--- src/hw/rtl/sha1md_pkg.sv ---
// sha1md_pkg: shared types, constants and command/status structs for the sha-1 digest block
package sha1md_pkg;

	localparam int unsigned ROUNDS       = 80;
	localparam int unsigned ROUND_W      = 7;
	localparam int unsigned DIGEST_WORDS = 5;
	localparam int unsigned WIDX_W       = 3;
	localparam int unsigned BLOCK_WORDS  = 16;
	localparam int unsigned COUNT_W      = 61;

	localparam logic [ROUND_W-1:0] ROUND_LAST = ROUND_W'(ROUNDS - 1);
	localparam logic [ROUND_W-1:0] ROUND_B1   = ROUND_W'(20);
	localparam logic [ROUND_W-1:0] ROUND_B2   = ROUND_W'(40);
	localparam logic [ROUND_W-1:0] ROUND_B3   = ROUND_W'(60);
	localparam logic [WIDX_W-1:0]  WIDX_LAST  = WIDX_W'(DIGEST_WORDS - 1);

	localparam logic [31:0] K_0 = 32'h5A827999;
	localparam logic [31:0] K_1 = 32'h6ED9EBA1;
	localparam logic [31:0] K_2 = 32'h8F1BBCDC;
	localparam logic [31:0] K_3 = 32'hCA62C1D6;

	localparam logic [7:0] PAD_BYTE = 8'h80;

	typedef logic [31:0] word_t;
	typedef word_t [DIGEST_WORDS-1:0] chain_t;

	localparam chain_t H_INIT = {32'hC3D2E1F0, 32'h10325476, 32'h98BADCFE,
		32'hEFCDAB89, 32'h67452301};

	typedef enum logic [2:0] {
		ST_IDLE,
		ST_PAD,
		ST_ROUND,
		ST_FINAL,
		ST_OUT
	} state_t;

	typedef struct packed {
		logic               load_byte;
		logic               pad;
		logic               pad_second;
		logic               round_en;
		logic [ROUND_W-1:0] rnd;
		logic               finalise;
		logic               restart;
		logic [WIDX_W-1:0]  word_sel;
	} cmd_t;

	typedef struct packed {
		logic blk_full;
		logic len_fits;
	} status_t;

endpackage

--- src/hw/rtl/sha1md_dpath.sv ---
// sha1md_dpath: block buffer and schedule, round unit, chaining words and byte counter
module sha1md_dpath
	import sha1md_pkg::*;
(
	input  logic        clk,
	input  logic        arst_n,
	input  cmd_t        cmd,
	input  logic [7:0]  data_byte,
	output status_t     st,
	output logic [31:0] digest_word
);

	word_t                w_q [BLOCK_WORDS];
	word_t                pad_w [BLOCK_WORDS];
	chain_t               chain_q;
	word_t                a_q, b_q, c_q, d_q, e_q;
	logic [COUNT_W-1:0]   count_q;
	logic [5:0]           pos;
	logic [63:0]          bit_len;
	logic                 len_fits;
	word_t                f, k, t, w_next;

	assign pos      = count_q[5:0];
	assign bit_len  = {count_q, 3'b000};
	assign len_fits = ~(pos[5] & pos[4] & pos[3]);

	assign st.blk_full = &pos;
	assign st.len_fits = len_fits;

	// padded block: kept bytes, marker byte, zeros, then length when it fits; a second pad block is zeros and length
	always_comb begin
		logic [5:0] a;
		for (int j = 0; j < BLOCK_WORDS; j++) begin
			for (int l = 0; l < 4; l++) begin
				a = 6'(j * 4 + l);
				if (cmd.pad_second || a > pos)
					pad_w[j][8*(3-l) +: 8] = 8'h00;
				else if (a == pos)
					pad_w[j][8*(3-l) +: 8] = PAD_BYTE;
				else
					pad_w[j][8*(3-l) +: 8] = w_q[j][8*(3-l) +: 8];
			end
		end
		if (cmd.pad_second || len_fits) begin
			pad_w[BLOCK_WORDS-2] = bit_len[63:32];
			pad_w[BLOCK_WORDS-1] = bit_len[31:0];
		end
	end

	always_comb begin
		if (cmd.rnd < ROUND_B1) begin
			f = (b_q & c_q) | (~b_q & d_q);
			k = K_0;
		end else if (cmd.rnd < ROUND_B2) begin
			f = b_q ^ c_q ^ d_q;
			k = K_1;
		end else if (cmd.rnd < ROUND_B3) begin
			f = (b_q & c_q) | (b_q & d_q) | (c_q & d_q);
			k = K_2;
		end else begin
			f = b_q ^ c_q ^ d_q;
			k = K_3;
		end
		t      = {a_q[26:0], a_q[31:27]} + f + e_q + k + w_q[0];
		w_next = w_q[13] ^ w_q[8] ^ w_q[2] ^ w_q[0];
		w_next = {w_next[30:0], w_next[31]};
	end

	always_ff @(posedge clk) begin
		if (cmd.pad) begin
			for (int j = 0; j < BLOCK_WORDS; j++)
				w_q[j] <= pad_w[j];
		end else if (cmd.round_en) begin
			for (int j = 0; j < BLOCK_WORDS - 1; j++)
				w_q[j] <= w_q[j+1];
			w_q[BLOCK_WORDS-1] <= w_next;
		end else if (cmd.load_byte) begin
			w_q[pos[5:2]][8*(3-pos[1:0]) +: 8] <= data_byte;
		end
	end

	always_ff @(posedge clk) begin
		if (cmd.round_en) begin
			a_q <= t;
			b_q <= a_q;
			c_q <= {b_q[1:0], b_q[31:2]};
			d_q <= c_q;
			e_q <= d_q;
		end else begin
			a_q <= chain_q[0];
			b_q <= chain_q[1];
			c_q <= chain_q[2];
			d_q <= chain_q[3];
			e_q <= chain_q[4];
		end
	end

	always_ff @(posedge clk or negedge arst_n) begin
		if (!arst_n) begin
			chain_q <= H_INIT;
			count_q <= '0;
		end else if (cmd.restart) begin
			chain_q <= H_INIT;
			count_q <= '0;
		end else begin
			if (cmd.finalise) begin
				chain_q[0] <= chain_q[0] + a_q;
				chain_q[1] <= chain_q[1] + b_q;
				chain_q[2] <= chain_q[2] + c_q;
				chain_q[3] <= chain_q[3] + d_q;
				chain_q[4] <= chain_q[4] + e_q;
			end
			if (cmd.load_byte)
				count_q <= count_q + COUNT_W'(1);
		end
	end

	always_comb begin
		case (cmd.word_sel)
			3'd0:    digest_word = chain_q[0];
			3'd1:    digest_word = chain_q[1];
			3'd2:    digest_word = chain_q[2];
			3'd3:    digest_word = chain_q[3];
			default: digest_word = chain_q[4];
		endcase
	end

endmodule

--- src/hw/rtl/sha1md_ctrl.sv ---
// sha1md_ctrl: sequencing of byte intake, padding, rounds and digest output
module sha1md_ctrl
	import sha1md_pkg::*;
(
	input  logic              clk,
	input  logic              arst_n,
	input  logic              in_valid,
	output logic              in_ready,
	input  logic              byte_present,
	input  logic              message_end,
	output logic              out_valid,
	input  logic              out_ready,
	output logic [WIDX_W-1:0] word_index,
	output logic              last_word,
	input  status_t           st,
	output cmd_t              cmd
);

	state_t             state_q, state_d;
	logic [ROUND_W-1:0] rnd_q;
	logic [WIDX_W-1:0]  widx_q;
	logic               end_q, last_q, pad2_q;
	logic               in_xfer, out_xfer, done;

	assign in_xfer  = in_valid && in_ready;
	assign out_xfer = out_valid && out_ready;
	assign done     = out_xfer && (widx_q == WIDX_LAST);

	always_comb begin
		state_d = state_q;
		unique case (state_q)
			ST_IDLE: begin
				if (in_valid) begin
					if (byte_present && st.blk_full)
						state_d = ST_ROUND;
					else if (message_end)
						state_d = ST_PAD;
				end
			end
			ST_PAD:   state_d = ST_ROUND;
			ST_ROUND: if (rnd_q == ROUND_LAST) state_d = ST_FINAL;
			ST_FINAL: begin
				if (last_q)
					state_d = ST_OUT;
				else if (end_q)
					state_d = ST_PAD;
				else
					state_d = ST_IDLE;
			end
			ST_OUT:   if (done) state_d = ST_IDLE;
			default:  state_d = ST_IDLE;
		endcase
	end

	always_comb begin
		in_ready       = (state_q == ST_IDLE);
		out_valid      = (state_q == ST_OUT);
		word_index     = widx_q;
		last_word      = (widx_q == WIDX_LAST);
		cmd.load_byte  = in_xfer && byte_present;
		cmd.pad        = (state_q == ST_PAD);
		cmd.pad_second = pad2_q;
		cmd.round_en   = (state_q == ST_ROUND);
		cmd.rnd        = rnd_q;
		cmd.finalise   = (state_q == ST_FINAL);
		cmd.restart    = done;
		cmd.word_sel   = widx_q;
	end

	always_ff @(posedge clk or negedge arst_n) begin
		if (!arst_n) begin
			state_q <= ST_IDLE;
			rnd_q   <= '0;
			widx_q  <= '0;
			end_q   <= 1'b0;
			last_q  <= 1'b0;
			pad2_q  <= 1'b0;
		end else begin
			state_q <= state_d;
			if (state_q == ST_ROUND)
				rnd_q <= (rnd_q == ROUND_LAST) ? '0 : rnd_q + ROUND_W'(1);
			if (in_xfer)
				end_q <= message_end;
			if (state_q == ST_PAD) begin
				last_q <= pad2_q || st.len_fits;
				pad2_q <= !(pad2_q || st.len_fits);
			end
			if (out_xfer)
				widx_q <= done ? '0 : widx_q + WIDX_W'(1);
			if (done) begin
				end_q  <= 1'b0;
				last_q <= 1'b0;
				pad2_q <= 1'b0;
			end
		end
	end

	a_no_overlap: assert property (@(posedge clk) disable iff (!arst_n)
		!(in_ready && out_valid))
		else $error("input and output open together");

	a_round_range: assert property (@(posedge clk) disable iff (!arst_n)
		(state_q == ST_ROUND) |-> (rnd_q <= ROUND_LAST))
		else $error("round counter out of range");

	a_final_to_out: assert property (@(posedge clk) disable iff (!arst_n)
		(state_q == ST_FINAL && last_q) |=> (state_q == ST_OUT))
		else $error("digest not presented after last block");

	a_widx_range: assert property (@(posedge clk) disable iff (!arst_n)
		out_valid |-> (widx_q <= WIDX_LAST))
		else $error("word index out of range");

	a_round_start: assert property (@(posedge clk) disable iff (!arst_n)
		($rose(state_q == ST_ROUND)) |-> (rnd_q == '0))
		else $error("rounds started mid-count");

endmodule

--- src/hw/rtl/sha1_message_digest.sv ---
// sha1_message_digest: top level of the streaming sha-1 digest block
// Takes at most one byte per input transfer; a transfer that carries no
// 64th byte of a block and no message end leaves the input ready. The 64th
// byte of a block starts the rounds on the single round unit and then the
// chaining add, during which input is held off. A message end adds a padding
// step and the rounds and chaining add for the closing block, with a second
// padding step and closing block when the message leaves 56 or more bytes in
// its last block, and then presents the five digest words as five output
// transfers, word 0 first. After the fifth word is taken the block is back at the initial hash values.
module sha1_message_digest
	import sha1md_pkg::*;
(
	input  logic        clk,
	input  logic        arst_n,
	input  logic        in_valid,
	output logic        in_ready,
	input  logic [7:0]  data_byte,
	input  logic        byte_present,
	input  logic        message_end,
	output logic        out_valid,
	input  logic        out_ready,
	output logic [31:0] digest_word,
	output logic [2:0]  word_index,
	output logic        last_word
);

	cmd_t    cmd;
	status_t st;

	sha1md_ctrl u_ctrl (
		.clk          (clk),
		.arst_n       (arst_n),
		.in_valid     (in_valid),
		.in_ready     (in_ready),
		.byte_present (byte_present),
		.message_end  (message_end),
		.out_valid    (out_valid),
		.out_ready    (out_ready),
		.word_index   (word_index),
		.last_word    (last_word),
		.st           (st),
		.cmd          (cmd)
	);

	sha1md_dpath u_dpath (
		.clk         (clk),
		.arst_n      (arst_n),
		.cmd         (cmd),
		.data_byte   (data_byte),
		.st          (st),
		.digest_word (digest_word)
	);

endmodule

--- config.mk ---
export PLATFORM = sky130hd
export DESIGN_NAME = sha1_message_digest
export DESIGN_NICKNAME = d
export VERILOG_FILES = /design/src/hw/rtl/sha1md_pkg.sv /design/src/hw/rtl/sha1md_dpath.sv /design/src/hw/rtl/sha1md_ctrl.sv /design/src/hw/rtl/sha1_message_digest.sv
export SDC_FILE = /design/constraint.sdc
export NUM_CORES = 2
export LEC_CHECK = 0
export BUFFER_PORTS_ARGS = -buffer_cell sky130_fd_sc_hd__buf_2
export CAP_MARGIN = 20
export CORE_ASPECT_RATIO = 1.1
export CORE_MARGIN = 2
export CORE_UTILIZATION = 30
export DETAILED_ROUTE_END_ITERATION = 8
export GPL_TIMING_DRIVEN = 0
export SLEW_MARGIN = 40
export SYNTH_ARGS = -nofsm -noshare
export SYNTH_HDL_FRONTEND = slang
export SYNTH_HIERARCHICAL = 1
export SYNTH_SLANG_ARGS = --single-unit
export TNS_END_PERCENT = 100
--- constraint.sdc ---
create_clock -name clk -period 7.8 [get_ports clk]
set_input_delay 0.39 -clock clk [delete_from_list [all_inputs] [get_ports clk]]
set_output_delay 0.39 -clock clk [all_outputs]
set_load 0.02 [all_outputs]
Yosys cells after proc, flatten, opt, wreduce, memory -nomap -nowiden
Memories as Yosys holds them, arrays and structs flattened.
Index checks and enable logic that the tools add are counted.
{ "classes": {"mux": 189, "n_shift": 2, "eq_ne": 76, "bitwise": 32, "n_lt_le_gt_ge": 67, "reduce_logical": 81, "addsub": 14} }
{ "op_table": {"columns": ["cell", "n"], "rows": [
  ["$mux W8", 128],
  ["$mux W32", 29],
  ["$mux W160", 2],
  ["$add A32 B32 Y32", 9],
  ["$eq A6 B6 Y1 const A", 32],
  ["$gt A6 B6 Y1 const A", 32],
  ["$xor A32 B32 Y32", 5],
  ["$and A32 B32 Y32", 4],
  ["$pmux W32 S4", 1],
  ["$mux W61", 2],
  ["$eq A5 B6 Y1 const A", 16],
  ["$gt A5 B6 Y1 const A", 16],
  ["$or A32 B32 Y32", 3],
  ["$logic_or A1 B1 Y1", 65],
  ["$mux W64", 1],
  ["$add A61 B1 Y61 const B", 1],
  ["$eq A4 B6 Y1 const A", 8],
  ["$gt A4 B6 Y1 const A", 8],
  ["$neg A32 Y34", 1],
  ["$shift A8 B34 Y32 const A", 1],
  ["$shiftx A8 B34 Y32", 1],
  ["$not A32 Y32", 1],
  ["$reduce_or A32 Y1", 1],
  ["$mux W31", 1],
  ["33 further kinds", 93]
]} }
{ "word_totals": {"mem_bits_rw": 512, "register_bits": 397, "inputBits": 14, "n_memories": 1} }
{ "mem_list": {"columns": ["memory", "depth", "width", "rd", "rd_clocked_by_memory_dff", "wr", "line_no", "rtl"], "rows": [
  ["u_dpath.w_q", 16, 32, 16, 0, 16, "sha1md_dpath.sv:13", "word_t w_q [BLOCK_WORDS];"]
]} }

Logic depth before layout (Yosys ltp)
{ "logic_depth": {"word_depth": 11, "mapped_depth": 23} }

Modules after synthesis
Netlist, hierarchy kept.
{ "by_module_without_submodules": {"columns": ["module", "seq_area_each_um2", "instances", "cells_each", "area_per_inst_um2"], "rows": [
  ["sha1md_dpath", 24208.2, 1, 5197, 53003.3],
  ["sha1md_ctrl", 400.4, 1, 93, 909.6]
]} }

Worst setup path after synthesis
OpenSTA, ideal clock, no wires.
{ "synth_timing": {"path_type": "register to register", "startpoint": "register u_ctrl.rnd_q[4]", "endpoint": "register u_dpath.a_q[25]", "setup_ps": 134, "path_stages_with_launch": 22, "required_time_ps": 7666, "path_buffers": 1, "arrival_ps": 5707, "setup_slack_ps": 1959, "cell_sequence": "dfrtp_1 a41o_1 nor2_1 nor2_1 clkinv_1 clkbuf_1 o221a_2 fa_1 fa_1 inv_1 fa_1 inv_1 ha_1 a21o_1 a21o_1 a21o_1 a21o_1 a21oi_1 o211ai_1 a31oi_1 mux2i_1 or4_1"} }
{ "synth_between": {"elab_chain_len": 9} }
{ "synth_lines": {"columns": ["element", "line_no", "rtl"], "rows": [
  ["start, declared", "sha1md_ctrl.sv:20", "logic [ROUND_W-1:0] rnd_q;"],
  ["start signal, assigned", "sha1md_ctrl.sv:81", "rnd_q <= (rnd_q == ROUND_LAST) ? '0 : rnd_q + ROUND_W'(1);"],
  ["$lt A7 B6 Y1", "sha1md_dpath.sv:57", "end else if (cmd.rnd < ROUND_B3) begin"],
  ["$mux W32", "sha1md_dpath.sv:57", null],
  ["$mux W32", "sha1md_dpath.sv:54", "end else if (cmd.rnd < ROUND_B2) begin"],
  ["$mux W32", "sha1md_dpath.sv:51", "if (cmd.rnd < ROUND_B1) begin"],
  ["$add A32 B32 Y32 (2 in a row)", "sha1md_dpath.sv:64", "t = {a_q[26:0], a_q[31:27]} + f + e_q + k + w_q[0];"],
  ["$add A32 B32 Y32 (*) (2 in a row)", "sha1md_dpath.sv:64", null],
  ["$mux W32 (*)", "sha1md_dpath.sv:83", "if (cmd.round_en) begin"],
  ["end signal, assigned", "sha1md_dpath.sv:84", "a_q <= t;"],
  ["end signal, assigned", "sha1md_dpath.sv:90", "a_q <= chain_q[0];"],
  ["end, declared", "sha1md_dpath.sv:16", "word_t a_q, b_q, c_q, d_q, e_q;"]
]} }
Mark *: on every way between the ends. The rest lies on a longest branch, timed or not.
A chain may end at the register's enable or synchronous reset.

Final worst setup path
Ends and elaborated chain as after synthesis.

==> flow_summary_export.csv <==
group,metric,value,unit
run_status,status,"completed",
cells_and_area,layout-drive-gt1-share,13.0,%
global_route,grt_pass1_wl,303,mm
die,start_util,30.1,%
clock_tree,cts_buffers,102,
timing,rsz0062_at_grt,"no",
synth,async_flop_share,26.1,%
synth,syn_area_per_cell,10.2,sq um
route,viasPerCell,5.66,
route,dr_wl_met2,96.7,mm
placement,portBuffers,51,
die,io_pins,52,
clock_tree,tritoncts,"yes",
setup_path,cp.required,8.40,ns
synth,yosys_warnings,6,
route,wire_per_inst,26.7,um
die,core_area,0.179,sq mm
timing,fin_crit_sh,98.2,%
setup_path,critical-path-slowest-cell,"clkbuf_1",
die,fp.dieW,408,um
synth,syn_inst,5290,
global_route,grt_max_degree,66,
clock_tree,cts_buffer_depth,3,
synth,synth_edf_count,512,
global_route,grt_pass1_vias,43400,
synth,yosysSeqAreaShare,45.6,%
setup_path,crit_buf_inv,5,
synth,synthFlopType,"edfxtp_1",
timing,finalHoldViolCount,0,
synth,yosysUniqueCellTypes,101,
placement,dpl.hpwl,161,mm
synth,ys_ff_latch,909,
placement,dpl_cell_area,0.0576,sq mm
global_route,overflow,0,
timing,slew_violations,0,
job,maxCapViolCount,0,
route,drtPass1Iterations,6,
setup_path,start_kind,"flop",
timing,period_needed,7.66,ns
route,wl_met1,83.8,mm
timing,worst_slew_pin_slew,0.955,ns
setup_path,end_kind,"flop",
timing,hold_ws,0.0767,ns
route,finalWirelength,212,mm
setup_path,cp_max_fo,11,
setup_path,crit_chain,"o21ai_0 -> nand2_1 -> inv_2 -> nor2_4 -> clkbuf_1 -> a221oi_1 -> fa_1 -> inv_1 -> fa_1 -> inv_1 -> fa_1 -> inv_1 -> ha_1 -> o21ai_0 -> nand2b_1 -> a21oi_1 -> a21oi_1 -> a221oi_2 -> o21ba_2 -> o211ai_1 -> a31oi_1 -> mux2i_1 -> or4_1",
clock_tree,root_buffer,"clkbuf_16",
synth,syn_nets,5634,
synth,synth_area,0.0539,sq mm
synth,synthTopCellsByArea,"edfxtp_1 (29%), dfrtp_1 (7.3%), dfxtp_1 (5.9%)",
route,ant_nets,0,
clock_tree,clkSinkCount,909,
timing,setup_viol,0,
setup_path,critPathMaxStageDelay,0.67,ns
cells_and_area,fin_area,0.0611,sq mm
cells_and_area,final_nets,5801,
die,num_rows,163,
global_route,globalRouteTotalUtil,22.4,%
timing,max_freq,131,MHz
cells_and_area,syn2layout_area_growth,13.4,%
route,vias,44900,
timing,fin_setup_tns,0,ns
synth,synth_most_common_cell,"edfxtp_1",
placement,gp_congestion,1.02,
cells_and_area,fin_util,34.1,%
clock_tree,clock_latency,0.73,ns
route,routed.top_layer,"met5",
worst_hold_path,hp-class,"in -> reg",
synth,synth_top_area_cell,"edfxtp_1",
synth,synth_top_area_share,28.5,%
synth,netlist_top_cells_count,"edfxtp_1 (512), nand2_1 (494), o21ai_0 (488), nor2_1 (404), a21oi_1 (356)",
setup_path,cp_top_family,"compound AO/OA/AOI/OAI gates",
timing,slew_headroom,36.4,%
die,die_y,449,um
die,die-area,0.183,sq mm
setup_path,arrival,8.26,ns
global_route,antenna_found_initial,4,
route,drc,0,
route,drtIter0Drc,5596,
timing,skew,0.0444,ns
clock_tree,htree_levels,3,
clock_tree,path_clk_slew,0.06,ns
setup_path,worstSetupPathType,"reg -> reg",
cells_and_area,n_fill_cell,18200,
route,dr_wl_met3,18.8,mm
==> cell families (layout without fill, tap and decap cells) <==
family,count (synthesis),in the layout,synth area share (%)
AOI/OAI and AO/OA,1492,1492,17.5
xor gates and xnor gates,289,289,4.69
adders and majority gates,330,330,9.40
buffers and inverters,552,806,3.93
DFF,909,909,45.6
muxes,309,309,6.91
other,0,1,0
and+or+nand+nor,1409,1409,11.9
==> cell type report <==
| class | instances | area, sq um | area share (%) |
|---|---|---|---|
| antenna | 1 | 2.50 | 0.00409 |
| timing repair buffer | 63 | 465 | 0.761 |
| clock buffer | 140 | 2870 | 4.69 |
| inverter | 264 | 991 | 1.62 |
| clock inverter | 51 | 512 | 0.837 |
| multi-input combinational | 3829 | 27400 | 44.9 |
| tap | 2392 | 2990 | 4.90 |
| sequential | 909 | 24600 | 40.3 |
| buffer | 288 | 1230 | 2.02 |
==> flip-flops by register name, indices dropped and copies added (netlist names), 3 cells and up <==
name and count:
u_dpath/a_q 32, u_dpath/d_q 32, u_dpath/b_q 32, u_dpath/c_q 32, u_ctrl/word_index 3, u_ctrl/rnd_q 7, u_ctrl/state_q 3, u_dpath/chain_q 160
u_dpath/e_q 32, u_dpath/count_q 61, u_dpath/w_q 512
==> per-stage QoR <==
step                std cells  setup WS (ns)
detailed placement       7742         0.0348
global route             7936         0.0535
global placement         7733          -1.00
finish                   7937          0.139
floorplan                5290           1.96
CTS                      7936          0.251
==> repair_timing <==
| item | in CTS | in global routing |
|---|---|---|
| hold endpoints to repair | 54 | 0 |
| setup endpoints to repair | 1 | 0 |
| hold buffers | 3 | 0 |
| gates resized for setup | 1 | 0 |
| buffers inserted | 0 | 0 |
==> cells in the final DEF (no fill, tap or decap), types with 37 or more instances in the layout <==
cell,n
mux2i_1,93
nand2_1,494
dfstp_2,80
a21oi_1,356
buf_2,78
nor2_1,386
clkbuf_16,105
nand3_1,180
xnor2_1,200
clkbuf_1,196
and2_1,37
o22ai_1,38
nor3_1,42
dfxtp_1,160
edfxtp_1,512
xor2_1,89
a22o_1,138
o21ai_0,449
a21o_1,89
ha_1,205
dfrtp_1,157
clkbuf_2,63
and3_1,52
inv_1,259
a211oi_1,70
fa_1,125
mux2_2,184
==> tightest hold or removal path: stages <==
cell,delay (ns)
buf_2,0.09
a311oi_1,0.08
a211oi_1,0.19
==> path summary, 6_finish.rpt <==
check / startpoint / endpoint / slack, ns / cells after the start
worst max-delay path: u_ctrl/rnd_q[4] / u_dpath/a_q[25] / 0.14 / 23
worst min-delay path: in_valid / u_ctrl/state_q[1] / 0.08 / 3
worst max register to register: u_ctrl/rnd_q[4] / u_dpath/a_q[25] / 0.14 / 23
worst min register to register: u_dpath/w_q[5][3] / u_dpath/w_q[4][3] / 0.52 / 2
max in group asynchronous: arst_n / u_dpath/count_q[44] / 6.43 / 4
min in group asynchronous: arst_n / u_dpath/chain_q[36] / 0.25 / 2
==> routing by layer <==
metal / vias to the layer above / global-route usage (%)
li1: 19600 / -
met1: 22300 / 28.8
met2: 2471 / 36.3
met3: 539 / 3.94
met4: 2 / 11.0
met5: - / 0
Power is not shown: default switching activity piles up to over one toggle a cycle in this logic, so the estimate is an artifact.
